$ cat src/hw/rtl/dhti_pkg.sv
`timescale 1ns / 1ps

package dhti_pkg;

  // table geometry
  localparam int TABLE_SIZE = 37;
  localparam int STEP_PRIME = 13;

  // field widths
  localparam int KEY_W    = 31;
  localparam int STATUS_W = 3;
  localparam int CMP_W    = 6;

  // derived widths
  localparam int POS_W  = $clog2(TABLE_SIZE);
  localparam int CNT_W  = $clog2(TABLE_SIZE + 1);
  localparam int STEP_W = $clog2(STEP_PRIME + 1);

  // reciprocals for the remainders by the table size and the step prime,
  // exact for every key below 2**KEY_W
  localparam int REC_W    = KEY_W + 1;
  localparam int REC_T_SH = KEY_W + $clog2(TABLE_SIZE);
  localparam int REC_P_SH = KEY_W + $clog2(STEP_PRIME);
  localparam logic [REC_W-1:0] REC_T = REC_W'(
    ((64'd1 << REC_T_SH) + 64'(TABLE_SIZE - 1)) / 64'(TABLE_SIZE));
  localparam logic [REC_W-1:0] REC_P = REC_W'(
    ((64'd1 << REC_P_SH) + 64'(STEP_PRIME - 1)) / 64'(STEP_PRIME));

  // job queue between front and back
  localparam int QDEPTH = 2;
  localparam int QPTR_W = $clog2(QDEPTH);
  localparam int QCNT_W = $clog2(QDEPTH + 1);

  // opcodes
  localparam logic OP_INSERT = 1'b0;
  localparam logic OP_DELETE = 1'b1;

  // slot marks
  localparam logic [1:0] MARK_EMPTY   = 2'd0;
  localparam logic [1:0] MARK_USED    = 2'd1;
  localparam logic [1:0] MARK_DELETED = 2'd2;

  // result status codes
  localparam logic [STATUS_W-1:0] ST_INSERTED  = 3'd0;
  localparam logic [STATUS_W-1:0] ST_DUPLICATE = 3'd1;
  localparam logic [STATUS_W-1:0] ST_FULL      = 3'd2;
  localparam logic [STATUS_W-1:0] ST_DELETED   = 3'd3;
  localparam logic [STATUS_W-1:0] ST_NOT_FOUND = 3'd4;

  // hashed operation handed from front to back
  typedef struct packed {
    logic             op;
    logic [KEY_W-1:0] key;
    logic [POS_W-1:0] pos;
    logic [POS_W-1:0] step;
  } job_t;

  // one table slot
  typedef struct packed {
    logic [KEY_W-1:0] key;
    logic [1:0]       mark;
  } slot_t;

  // count to result field, wraps at the field width
  function automatic logic [CMP_W-1:0] to_cmp(input logic [CNT_W-1:0] v);
    logic [CNT_W+CMP_W-1:0] w;
    w = {{CMP_W{1'b0}}, v};
    return w[CMP_W-1:0];
  endfunction

endpackage

$ cat src/hw/rtl/dhti_front.sv
`timescale 1ns / 1ps

module dhti_front (
  input  logic                           clk,
  input  logic                           rst,
  input  logic                           in_valid,
  output logic                           in_stall,
  input  logic                           opcode,
  input  logic [dhti_pkg::KEY_W-1:0]     key,
  output logic                           push_valid,
  input  logic                           push_stall,
  output dhti_pkg::job_t                 push_job
);

  typedef enum logic [2:0] {
    F_IDLE,
    F_DIV,
    F_REM,
    F_FDIV,
    F_FOLD,
    F_PUSH
  } fstate_t;

  localparam int KEY_W  = dhti_pkg::KEY_W;
  localparam int POS_W  = dhti_pkg::POS_W;
  localparam int STEP_W = dhti_pkg::STEP_W;
  localparam int PROD_W = dhti_pkg::KEY_W + dhti_pkg::REC_W;
  localparam int FOLD_W = dhti_pkg::STEP_W + dhti_pkg::POS_W;

  fstate_t                        state;
  logic                           op;
  logic [KEY_W-1:0]               key_q;
  logic [KEY_W-1:0]               q_t;
  logic [KEY_W-1:0]               q_p;
  logic [STEP_W-1:0]              q_s;
  logic [STEP_W-1:0]              step_raw;
  logic [POS_W-1:0]               r_t;
  logic [POS_W-1:0]               r_s;

  logic [PROD_W-1:0]              prod_t;
  logic [PROD_W-1:0]              prod_p;
  logic [PROD_W-1:0]              prod_s;
  logic [KEY_W-1:0]               rem_t;
  logic [KEY_W-1:0]               rem_p;
  logic [FOLD_W-1:0]              fold;

  // quotients by reciprocal multiplication, remainders by multiply and subtract
  always_comb begin
    prod_t = PROD_W'(key_q) * PROD_W'(dhti_pkg::REC_T);
    prod_p = PROD_W'(key_q) * PROD_W'(dhti_pkg::REC_P);
    prod_s = PROD_W'(step_raw) * PROD_W'(dhti_pkg::REC_T);
    rem_t  = key_q - q_t * KEY_W'(dhti_pkg::TABLE_SIZE);
    rem_p  = key_q - q_p * KEY_W'(dhti_pkg::STEP_PRIME);
    fold   = FOLD_W'(step_raw) - FOLD_W'(q_s) * FOLD_W'(dhti_pkg::TABLE_SIZE);
  end

  assign in_stall      = (state != F_IDLE);
  assign push_valid    = (state == F_PUSH);
  assign push_job.op   = op;
  assign push_job.key  = key_q;
  assign push_job.pos  = r_t;
  assign push_job.step = r_s;

  always_ff @(posedge clk) begin
    if (rst) begin
      state <= F_IDLE;
    end else begin
      case (state)
        F_IDLE: begin
          if (in_valid) begin
            op    <= opcode;
            key_q <= key;
            state <= F_DIV;
          end
        end
        F_DIV: begin
          q_t   <= KEY_W'(prod_t >> dhti_pkg::REC_T_SH);
          q_p   <= KEY_W'(prod_p >> dhti_pkg::REC_P_SH);
          state <= F_REM;
        end
        F_REM: begin
          r_t      <= POS_W'(rem_t);
          step_raw <= STEP_W'(rem_p) + STEP_W'(1);
          state    <= F_FDIV;
        end
        F_FDIV: begin
          // fold the step into the table range
          q_s   <= STEP_W'(prod_s >> dhti_pkg::REC_T_SH);
          state <= F_FOLD;
        end
        F_FOLD: begin
          r_s   <= POS_W'(fold);
          state <= F_PUSH;
        end
        F_PUSH: begin
          if (!push_stall) begin
            state <= F_IDLE;
          end
        end
        default: begin
          state <= F_IDLE;
        end
      endcase
    end
  end

endmodule

$ cat src/hw/rtl/dhti_queue.sv
`timescale 1ns / 1ps

module dhti_queue (
  input  logic            clk,
  input  logic            rst,
  input  logic            push_valid,
  output logic            push_stall,
  input  dhti_pkg::job_t  push_job,
  output logic            pop_valid,
  input  logic            pop_take,
  output dhti_pkg::job_t  pop_job
);

  dhti_pkg::job_t                  entry [dhti_pkg::QDEPTH];
  logic [dhti_pkg::QPTR_W-1:0]     wr_ptr;
  logic [dhti_pkg::QPTR_W-1:0]     rd_ptr;
  logic [dhti_pkg::QCNT_W-1:0]     count;
  logic                            do_push;
  logic                            do_pop;

  assign push_stall = (count == dhti_pkg::QCNT_W'(dhti_pkg::QDEPTH));
  assign pop_valid  = (count != '0);
  assign pop_job    = entry[rd_ptr];
  assign do_push    = push_valid && !push_stall;
  assign do_pop     = pop_take && pop_valid;

  always_ff @(posedge clk) begin
    if (do_push) begin
      entry[wr_ptr] <= push_job;
    end
  end

  always_ff @(posedge clk) begin
    if (rst) begin
      wr_ptr <= '0;
      rd_ptr <= '0;
      count  <= '0;
    end else begin
      if (do_push) begin
        wr_ptr <= wr_ptr + dhti_pkg::QPTR_W'(1);
      end
      if (do_pop) begin
        rd_ptr <= rd_ptr + dhti_pkg::QPTR_W'(1);
      end
      if (do_push && !do_pop) begin
        count <= count + dhti_pkg::QCNT_W'(1);
      end else if (do_pop && !do_push) begin
        count <= count - dhti_pkg::QCNT_W'(1);
      end
    end
  end

endmodule

$ cat src/hw/rtl/dhti_back.sv
`timescale 1ns / 1ps

module dhti_back (
  input  logic                              clk,
  input  logic                              rst,
  input  logic                              job_valid,
  output logic                              job_take,
  input  dhti_pkg::job_t                    job,
  output logic                              out_valid,
  input  logic                              out_stall,
  output logic [dhti_pkg::STATUS_W-1:0]     status,
  output logic [dhti_pkg::CMP_W-1:0]        comparisons
);

  typedef enum logic {
    B_IDLE,
    B_RUN
  } bstate_t;

  localparam int POS_W = dhti_pkg::POS_W;
  localparam int CNT_W = dhti_pkg::CNT_W;
  localparam logic [POS_W:0] T_EXT = (POS_W + 1)'(dhti_pkg::TABLE_SIZE);

  // slot store, read data registered
  dhti_pkg::slot_t                  mem [dhti_pkg::TABLE_SIZE];
  logic [dhti_pkg::TABLE_SIZE-1:0]  live;
  dhti_pkg::slot_t                  rd_entry;
  logic                             rd_live;
  logic [POS_W-1:0]                 rd_addr;
  logic                             wr_en;
  logic [POS_W-1:0]                 wr_addr;
  dhti_pkg::slot_t                  wr_entry;

  bstate_t                          state;
  logic                             op;
  logic [dhti_pkg::KEY_W-1:0]       key_q;
  logic [POS_W-1:0]                 step;
  logic [POS_W-1:0]                 ev_pos;
  logic [CNT_W-1:0]                 ev_cnt;
  logic [CNT_W-1:0]                 cmp;
  logic                             phase2;
  logic [POS_W-1:0]                 save;

  logic [1:0]                       mark;
  logic                             used;
  logic                             hit;
  logic                             at_end;
  logic [CNT_W-1:0]                 cmp_inc;
  logic [POS_W:0]                   pos_sum;
  logic [POS_W-1:0]                 pos_next;
  logic                             done;
  logic [dhti_pkg::STATUS_W-1:0]    done_status;
  logic [CNT_W-1:0]                 done_cmp;
  logic [CNT_W-1:0]                 cmp_next;
  logic                             phase2_next;
  logic [POS_W-1:0]                 save_next;
  logic                             out_free;
  logic                             go;

  always_comb begin
    mark     = rd_live ? rd_entry.mark : dhti_pkg::MARK_EMPTY;
    used     = (mark == dhti_pkg::MARK_USED);
    hit      = used && (rd_entry.key == key_q);
    at_end   = (ev_cnt == CNT_W'(dhti_pkg::TABLE_SIZE));
    cmp_inc  = cmp + CNT_W'(1);
    pos_sum  = {1'b0, ev_pos} + {1'b0, step};
    pos_next = (pos_sum >= T_EXT) ? POS_W'(pos_sum - T_EXT) : POS_W'(pos_sum);
  end

  // probe decision for the slot whose data is on the read port
  always_comb begin
    done           = 1'b0;
    done_status    = dhti_pkg::ST_NOT_FOUND;
    done_cmp       = cmp;
    cmp_next       = cmp;
    phase2_next    = phase2;
    save_next      = save;
    wr_en          = 1'b0;
    wr_addr        = ev_pos;
    wr_entry.key   = key_q;
    wr_entry.mark  = dhti_pkg::MARK_USED;
    if (op == dhti_pkg::OP_INSERT && !phase2) begin
      if (at_end) begin
        done        = 1'b1;
        done_status = dhti_pkg::ST_FULL;
        done_cmp    = ev_cnt;
      end else if (hit) begin
        done        = 1'b1;
        done_status = dhti_pkg::ST_DUPLICATE;
        done_cmp    = cmp_inc;
      end else if (used) begin
        cmp_next = cmp_inc;
      end else if (mark == dhti_pkg::MARK_EMPTY) begin
        done        = 1'b1;
        done_status = dhti_pkg::ST_INSERTED;
        wr_en       = 1'b1;
      end else begin
        // first free slot is a tombstone: keep looking for a duplicate
        phase2_next = 1'b1;
        save_next   = ev_pos;
      end
    end else if (op == dhti_pkg::OP_INSERT) begin
      if (at_end || mark == dhti_pkg::MARK_EMPTY) begin
        done        = 1'b1;
        done_status = dhti_pkg::ST_INSERTED;
        wr_en       = 1'b1;
        wr_addr     = save;
      end else if (hit) begin
        done        = 1'b1;
        done_status = dhti_pkg::ST_DUPLICATE;
        done_cmp    = cmp_inc;
      end else if (used) begin
        cmp_next = cmp_inc;
      end
    end else begin
      if (at_end || mark == dhti_pkg::MARK_EMPTY) begin
        done        = 1'b1;
        done_status = dhti_pkg::ST_NOT_FOUND;
      end else if (hit) begin
        done          = 1'b1;
        done_status   = dhti_pkg::ST_DELETED;
        done_cmp      = cmp_inc;
        wr_en         = 1'b1;
        wr_entry.mark = dhti_pkg::MARK_DELETED;
      end else if (used) begin
        cmp_next = cmp_inc;
      end
    end
  end

  assign out_free = !out_valid || !out_stall;
  assign go       = (state == B_RUN) && (!done || out_free);
  assign job_take = (state == B_IDLE) && job_valid;

  // next read: the job's first slot when idle, the following probe, or the same slot again while held
  always_comb begin
    if (state == B_IDLE) begin
      rd_addr = job.pos;
    end else if (go && !done) begin
      rd_addr = pos_next;
    end else begin
      rd_addr = ev_pos;
    end
  end

  always_ff @(posedge clk) begin
    if (go && wr_en) begin
      mem[wr_addr] <= wr_entry;
    end
    rd_entry <= mem[rd_addr];
  end

  always_ff @(posedge clk) begin
    if (rst) begin
      live    <= '0;
      rd_live <= 1'b0;
    end else begin
      if (go && wr_en) begin
        live[wr_addr] <= 1'b1;
      end
      rd_live <= live[rd_addr];
    end
  end

  always_ff @(posedge clk) begin
    if (rst) begin
      state     <= B_IDLE;
      out_valid <= 1'b0;
    end else begin
      if (go && done) begin
        out_valid <= 1'b1;
      end else if (out_valid && !out_stall) begin
        out_valid <= 1'b0;
      end
      case (state)
        B_IDLE: begin
          if (job_valid) begin
            op     <= job.op;
            key_q  <= job.key;
            step   <= job.step;
            ev_pos <= job.pos;
            ev_cnt <= '0;
            cmp    <= '0;
            phase2 <= 1'b0;
            state  <= B_RUN;
          end
        end
        B_RUN: begin
          if (go) begin
            if (done) begin
              status      <= done_status;
              comparisons <= dhti_pkg::to_cmp(done_cmp);
              state       <= B_IDLE;
            end else begin
              ev_pos <= pos_next;
              ev_cnt <= ev_cnt + CNT_W'(1);
              cmp    <= cmp_next;
              phase2 <= phase2_next;
              save   <= save_next;
            end
          end
        end
        default: begin
          state <= B_IDLE;
        end
      endcase
    end
  end

endmodule

$ cat src/hw/rtl/double_hash_table_insert_delete_top.sv
`timescale 1ns / 1ps

// open-addressed key table with double hashing, insert and delete
//
// input channel: in_valid / in_stall with opcode (0 insert, 1 delete) and a
// 31-bit key; an item is taken at an edge with in_valid high, in_stall low
// output channel: out_valid / out_stall with status and comparisons, one
// result item per input item, in input order
//
// the front hashes the key by reciprocal multiplication (key mod 37 and mod 13,
// then the step folded into the table range) and takes no new item until it has
// pushed the last; a two-entry job queue lets the front hash the next item while
// the back probes; the back reads one slot per cycle, unless a finished result
// waits on out_stall, from a registered-read slot memory, and visits each slot
// of the 37-slot table at most once per item; sustained throughput is set by the
// slower of the two, and an item waits longer when long probe walks are queued
// ahead of it
//
// reset empties the table at once (one live bit per slot) and drops any queued
// items; while out_stall holds a result, the back keeps probing and only waits
// when its next result is ready, and the front keeps hashing into the queue

module double_hash_table_insert_delete_top (
  input  logic                              clk,
  input  logic                              rst,
  input  logic                              in_valid,
  output logic                              in_stall,
  input  logic                              opcode,
  input  logic [dhti_pkg::KEY_W-1:0]        key,
  output logic                              out_valid,
  input  logic                              out_stall,
  output logic [dhti_pkg::STATUS_W-1:0]     status,
  output logic [dhti_pkg::CMP_W-1:0]        comparisons
);

  // front to queue
  logic            push_valid;
  logic            push_stall;
  dhti_pkg::job_t  push_job;

  // queue to back
  logic            pop_valid;
  logic            pop_take;
  dhti_pkg::job_t  pop_job;

  // hashing front end
  dhti_front u_front (
    .clk        (clk),
    .rst        (rst),
    .in_valid   (in_valid),
    .in_stall   (in_stall),
    .opcode     (opcode),
    .key        (key),
    .push_valid (push_valid),
    .push_stall (push_stall),
    .push_job   (push_job)
  );

  // decouples hashing from probing
  dhti_queue u_queue (
    .clk        (clk),
    .rst        (rst),
    .push_valid (push_valid),
    .push_stall (push_stall),
    .push_job   (push_job),
    .pop_valid  (pop_valid),
    .pop_take   (pop_take),
    .pop_job    (pop_job)
  );

  // probe engine, slot store and result register
  dhti_back u_back (
    .clk         (clk),
    .rst         (rst),
    .job_valid   (pop_valid),
    .job_take    (pop_take),
    .job         (pop_job),
    .out_valid   (out_valid),
    .out_stall   (out_stall),
    .status      (status),
    .comparisons (comparisons)
  );

endmodule

$ cat config.mk
export PLATFORM = sky130hd
export DESIGN_NAME = double_hash_table_insert_delete_top
export DESIGN_NICKNAME = d
export VERILOG_FILES = /design/src/hw/rtl/dhti_pkg.sv /design/src/hw/rtl/dhti_front.sv /design/src/hw/rtl/dhti_queue.sv /design/src/hw/rtl/dhti_back.sv /design/src/hw/rtl/double_hash_table_insert_delete_top.sv
export SDC_FILE = /design/constraint.sdc
export NUM_CORES = 2
export LEC_CHECK = 0
export BUFFER_PORTS_ARGS = -buffer_cell sky130_fd_sc_hd__buf_2
export CELL_PAD_IN_SITES_DETAIL_PLACEMENT = 0
export CELL_PAD_IN_SITES_GLOBAL_PLACEMENT = 1
export CORE_ASPECT_RATIO = 1.25
export CORE_MARGIN = 5
export CORE_UTILIZATION = 45
export DETAILED_ROUTE_END_ITERATION = 10
export GPL_TIMING_DRIVEN = 0
export PLACE_DENSITY = 0.72
export REMOVE_ABC_BUFFERS = 1
export SLEW_MARGIN = 20
export SYNTH_ARGS = -nofsm -noshare
export SYNTH_HDL_FRONTEND = slang
export SYNTH_SLANG_ARGS = --single-unit
$ cat constraint.sdc
create_clock -name clk -period 13.54 [get_ports clk]
set_input_delay 1.354 -clock clk [delete_from_list [all_inputs] [get_ports clk]]
set_output_delay 1.354 -clock clk [all_outputs]
set_load 0.005 [all_outputs]
# --- Word-level counts from Yosys, hierarchy flattened ---
# Memories as Yosys holds them, arrays and structs flattened. A register that Yosys moved wholly into a read port is not among the register bits.
# Cells that the tools add are included.
word_totals:
  latch_bits: 0
  inputBits: 36
  output_inout_bits: 11
  word_cells: 200
  ff_bits: 219
  memories: 2
  mem_bits_ro: 0
  mem_bits_rw: 1305
memory_table:
  columns: ["name", "words", "word_bits", "read_ports", "rd_ports_with_merged_regs", "write_ports", "line", "text"]
  rows:
  - ["u_back.mem", 37, 33, 1, 1, 1, "dhti_back.sv:25", "dhti_pkg::slot_t mem [dhti_pkg::TABLE_SIZE];"]
  - ["u_queue.entry", 2, 42, 1, 1, 1, "dhti_queue.sv:14", "dhti_pkg::job_t entry [dhti_pkg::QDEPTH];"]
classes:
  eq_ne: 21
  magnitude_cmp: 4
  div_mod_pow: 0
  reduce_logical: 40
  n_bitwise: 9
  n_addsub: 11
  mul: 4
  shift: 0
  muxes: 84
ops:
  columns: ["cell", "n"]
  rows:
  - ["6-bit 2-to-1 mux", 23]
  - ["31-bit by 32-bit multiplier with 63-bit output (second input constant)", 1]
  - ["31-bit by 31-bit multiplier with 62-bit output (second input constant)", 1]
  - ["37-bit OR", 1]
  - ["3-bit 2-to-1 mux", 12]
  - ["6-bit one-hot mux with 2 select lines", 3]
  - ["1-bit 2-to-1 mux", 34]
  - ["31-bit equality test", 1]
  - ["28-bit by 4-bit multiplier with 4-bit output (second input constant)", 1]
  - ["26-bit by 6-bit multiplier with 6-bit output (second input constant)", 1]
  - ["2-bit != test (second input constant)", 9]
  - ["3-bit one-hot mux with 6 select lines", 1]
  - ["9-bit AND reduction", 2]
  - ["6-bit by 7-bit less-than comparator with 1-bit output (second input constant)", 2]
  - ["2-bit 2-to-1 mux", 7]
  - ["1-bit logical AND", 13]
  - ["6-bit by 1-bit adder with 6-bit output (second input constant)", 2]
  - ["1-bit NOT", 8]
  - ["2-bit AND reduction", 4]
  - ["4-bit AND reduction", 2]
  - ["6-bit by 6-bit adder with 7-bit output", 1]
  - ["7-bit by 6-bit greater-or-equal comparator with 1-bit output (second input constant)", 1]
  - ["1-bit logical NOT", 7]
  - ["1-bit binary-select mux with 6-bit select", 1]
  - ["other kinds (25)", 35]

# --- Logic depth before layout (Yosys ltp) ---
logic_depth:
  ltp_word: 15
  ltp_mapped: 28
  mapped_depth_nobuf: 28

# --- Cells and area by module ---
# Synthesis repeated with hierarchy kept, for this count alone.
hier_totals:
  cells_unflattened: 7094
  area_unflattened_um2: 89938.8
modules_own_cells:
  columns: ["mod", "area_per_inst_um2", "seq_area_each_um2", "instances", "cells_per_inst"]
  rows:
  - ["dhti_back", 62728.9, 40288.6, 1, 4726]
  - ["dhti_front", 23819.1, 1741.7, 1, 2206]
  - ["dhti_queue", 3390.8, 2742.6, 1, 162]

# --- Worst setup path after synthesis ---
# OpenSTA, ideal clock, no wires.
synth_path:
  path_kind: "register to register"
  start: "register u_front.key_q[5]"
  end: "register u_front.q_t[5] (data pin)"
  t_required_ns: 13.280
  path_stages_with_launch: 26
  setup_time_ns: 0.260
  t_arrival_ns: 6.674
  n_path_buf: 0
  slack_ns: 6.606
  path_cell_list: "edfxtp_1 -> inv_1 -> ha_1 -> inv_1 -> fa_1 -> fa_1 -> inv_1 -> fa_1 -> inv_1 -> fa_1 -> fa_1 -> fa_1 -> inv_1 -> fa_1 -> inv_1 -> ha_1 -> a21o_1 -> a21oi_1 -> o21ai_0 -> a21o_1 -> a221o_1 -> o21ai_0 -> a211oi_1 -> a21o_1 -> a21oi_1 -> xnor2_1"
synth_via:
  elab_chain_len: 1
synth_lines:
  columns: ["item", "line", "text"]
  rows:
  - ["from (decl)", "dhti_front.sv:32", "logic [KEY_W-1:0] key_q;"]
  - ["from (signal assigned)", "dhti_front.sv:72", "key_q <= key;"]
  - ["31-bit by 32-bit multiplier with 63-bit output", "dhti_front.sv:49", "prod_t = PROD_W'(key_q) * PROD_W'(dhti_pkg::REC_T);"]
  - ["named net u_front.prod_t[42]", "dhti_front.sv:40", "logic [PROD_W-1:0] prod_t;"]
  - ["to (signal assigned)", "dhti_front.sv:77", "q_t <= KEY_W'(prod_t >> dhti_pkg::REC_T_SH);"]
  - ["to (decl)", "dhti_front.sv:33", "logic [KEY_W-1:0] q_t;"]
# The timed path passes the listed nets, and every way through them passes these cells.
# A chain may end at the register's enable or synchronous reset.

# --- Final worst setup path ---
layout_path:
  start: "register u_front.key_q[11]"
  end: "register u_front.q_p[3] (data pin)"
layout_via:
  elab_chain_len: 1
layout_lines:
  columns: ["item", "line", "text"]
  rows:
  - ["31-bit by 31-bit multiplier with 62-bit output", "dhti_front.sv:50", "prod_p = PROD_W'(key_q) * PROD_W'(dhti_pkg::REC_P);"]
  - ["named net u_front.prod_p[38]", "dhti_front.sv:41", "logic [PROD_W-1:0] prod_p;"]
  - ["to (signal assigned)", "dhti_front.sv:78", "q_p <= KEY_W'(prod_p >> dhti_pkg::REC_P_SH);"]
  - ["to (decl)", "dhti_front.sv:34", "logic [KEY_W-1:0] q_p;"]
# The timed path passes the listed nets, and every way through them passes these cells.

==> impl_metrics.yaml <==
flow_run:
  cap_violations: 0
logic_synthesis:
  synth.avg_cell_area_um2: 13.2
  seq_area_frac_synth: 0.550
  synthCells: 6123
  synth_cell_types: 68
  synth_edf_count: 1431
  syn-cell-area_mm2: 0.0811
  ys_ff_latch: 1512
  yosysWarnings: 0
  synthArstFlopShare: 0
  ys.flop_type: "edfxtp_1"
worst_setup_path:
  worst_setup_path_end_kind: "flop"
  critPathLaunch: "u_front.key_q[11]$_DFFE_PP_"
  crit_path_max_incr_delay_ns: 1.03
  rr_worst_depth: 23
  critPathTopFamily: "adder cells"
  crit_buf_inv: 6
  worst-r2r-setup-slack_ns: 4.59
  critPathKind: "reg2reg"
  crit_chain: "inv_1, ha_1, inv_1, ha_1, fa_1, ha_1, inv_1, fa_1, inv_1, fa_1, fa_1, inv_1, fa_1, inv_1, ha_1, nand3_1, or4_1, nor2_1, o311a_1, o211a_1, o21a_1, nor2_1, xnor2_1"
  crit_arrival_ns: 9.41
  r2r-end: "u_front.q_p[3]$_DFFE_PP_"
  cp_slowest_cell: "edfxtp_1"
  required_ns: 14.00
  crit_fanout: 13
  crit_top_cell: "inv_1"
  cp-start-kind: "flop"
  crit-reg2reg-launch: "u_front.key_q[11]$_DFFE_PP_"
final_layout:
  final_cell_mix: "edfxtp_1, inv_1, nand2_1"
  final_common_cell: "edfxtp_1"
  fin_cells: 8791
  layout-drive-gt1-share: 0.102
  area_growth_pct: 14.7
  fill_cells: 15130
  nNetsFinal: 7359
detailed_routing:
  wl_met3_mm: 11.8
  drc: 0
  totalWireLength_mm: 227
  drtIter0Drc: 4173
  via_per_inst: 5.64
  dr_total_vias: 49609
  m1WireLength_mm: 85.7
  top_layer: "met4"
  wl_per_cell_um: 25.9
  firstDrtPassIters: 6
  dr_wl_met2_mm: 117
  antenna_left: 0
place:
  port_buffers: 46
  place_congestion: 0.937
  dp.cells: 8478
  place_hpwl_mm: 165
global_route:
  grt_overflow_total: 0
  grt_usage: 0.241
  antenna_found_initial: 9
  grt_max_degree: 65
  grt_pass1_wl_mm: 335
  grt_pass1_vias: 51183
clock_tree:
  cts_hold_buf: 0
  cts_buffers: 150
  cts_tree: "done"
  post_cts_buffers: 0
  clock-sinks: 1512
  htreeDepth: 4
  clk_pin_slew_ns: 0.06
  insertion_delay_ns: 0.80
  root_buffer: "clkbuf_16"
  cts_buffer_depth: 3
  cts.repair.resized: 0
timing:
  timing.final.max_slew_violations: 0
  finalHoldViolCount: 0
  finalSetupTns_ns: 0
  finalSetupViolations: 0
  min_period_ns: 8.95
  fin_skew_ns: 0.0309
  worst_slew_pin_slew_ns: 1.18
  fin_crit_sh: 0.661
  fmax_mhz: 112
  slew_headroom: 0.215
  grt_setup_unrepaired: "no"
floorplan:
  num_rows: 174
  start_util: 0.451
  dieWidth_um: 390
  coreArea_mm2: 0.180
  ioPinCount: 47
  dieArea_mm2: 0.189
  die_h_um: 485
hold_path:
  hold_class: "reg2reg"
  holdPathEnd: "u_front.r_s[3]$_DFFE_PP_"
  whs_path_depth: 0
  min_from: "u_front.step_raw[3]$_DFFE_PP_"
run_status:
  status: "finished, final reports clean"
cells by family after synthesis:
logic type / count (synthesis) / synth area share
XOR/XNOR: 126 / 0.0136
multiplexers: 174 / 0.0225
flip-flops: 1512 / 0.550
AND/OR/NAND/NOR: 1248 / 0.0704
adder cells (fa/ha/maj): 1042 / 0.211
buffers and inverters: 1110 / 0.0533
AO/OA/AOI/OAI: 911 / 0.0789
through the flow:
step / area (µm²) / utilization / worst slack, ns / hold WS (ns)
6_report: 93000 / 0.518 / 4.59 / 0.417
5_1_grt: 93000 / 0.518 / 4.42 / 0.433
2_1_floorplan: 79900 / - / -9.68 / 0.400
4_1_cts: 92600 / 0.515 / 4.58 / 0.419
3_5_place_dp: 87700 / 0.488 / 4.66 / 0.405
3_3_place_gp: 83100 / 0.463 / -50.28 / 0.405
cell usage after synthesis, types with 4 or more instances:
master	n	area share
edfxtp_1	1431	0.53
inv_1	832	0.039
nand2_1	607	0.028
fa_1	544	0.13
ha_1	498	0.077
a211oi_1	311	0.029
and3_1	272	0.021
nor2_1	191	0.0088
clkbuf_1	189	0.0087
a31oi_1	174	0.013
a21oi_1	125	0.0077
mux2i_1	106	0.013
dfxtp_1	81	0.020
xnor2_1	71	0.0077
mux2_2	68	0.0094
a22o_1	64	0.0069
o21ai_0	62	0.0038
xor2_1	55	0.0059
nor3_1	52	0.0032
buf_2	51	0.0031
nand3_1	47	0.0029
a211o_1	36	0.0039
a311oi_1	34	0.0037
a21o_1	31	0.0029
buf_4	21	0.0019
nor2b_1	16	0.0012
buf_1	14	0.00065
or3_1	13	0.0010
o21ba_2	12	0.0015
nor4_1	11	0.00085
nand2b_1	10	0.00077
o21bai_1	9	0.00083
or2_2	9	0.00069
o21a_1	5	0.00046
o22ai_1	5	0.00039
a2111oi_0	4	0.00043
a221o_1	4	0.00049
nand4_1	4	0.00031
nor4b_1	4	0.00043
worst max-delay path by stage:
stage                                       end  slack, ns  depth (start not counted)
detailed placement     u_front.q_p[3]$_DFFE_PP_       4.66                         23
global placement    u_back.rd_entry[29]$_DFF_P_     -50.28                         11
finish                 u_front.q_p[3]$_DFFE_PP_       4.59                         23
CTS                    u_front.q_p[3]$_DFFE_PP_       4.58                         23
floorplan            u_back.rd_entry[0]$_DFF_P_      -9.68                         11
global route           u_front.q_p[3]$_DFFE_PP_       4.42                         23
flip-flops by register name, indices dropped and copies added, names as in the netlist, 2 cells and up, named ones only:
signal / count
u_back.comparisons: 6
u_back.cmp: 6
u_back.status: 3
u_front.key_q: 31
u_front.r_s: 4
u_front.step_raw: 4
u_front.r_t: 6
u_back.step: 4
u_back.ev_cnt: 6
u_back.ev_pos: 6
u_back.mem: 1221
u_back.live: 37
u_front.q_t: 6
u_back.rd_entry: 33
u_front.q_p: 4
u_queue.entry: 84
u_queue.count: 2
u_front.state: 3
u_back.save: 6
u_back.key_q: 31
cell type report:
type	instances	area [µm²]	area share
Clock buffer	211	4190	0.0450
Multi-Input combinational cell	3501	32600	0.351
Tap cell	2376	2970	0.0320
Sequential cell	1512	44600	0.480
Antenna cell	9	22.5	0.000242
Timing Repair Buffer	283	4800	0.0516
Inverter	833	3130	0.0336
Clock inverter	66	672	0.00722
layer usage:
metal,global-route usage,vias to the layer above
li1,-,22020
met1,0.291,25496
met2,0.425,1635
met3,0.0310,458
met4,0.117,0
met5,0,-
worst reg2reg max path: cells and delay by family (launching register included):
family | cells | cell delay (ns)
adder cells (fa/ha/maj) | 9 | 4.20
AO/OA/AOI/OAI | 3 | 0.82
buffers and inverters | 6 | 0.86
AND/OR/NAND/NOR | 4 | 1.02
XOR/XNOR | 1 | 0.68
flip-flops | 1 | 1.03
Power is left out: the tool's default activity adds up to more than one toggle a clock period on the data nets, which glitch-free logic cannot reach.
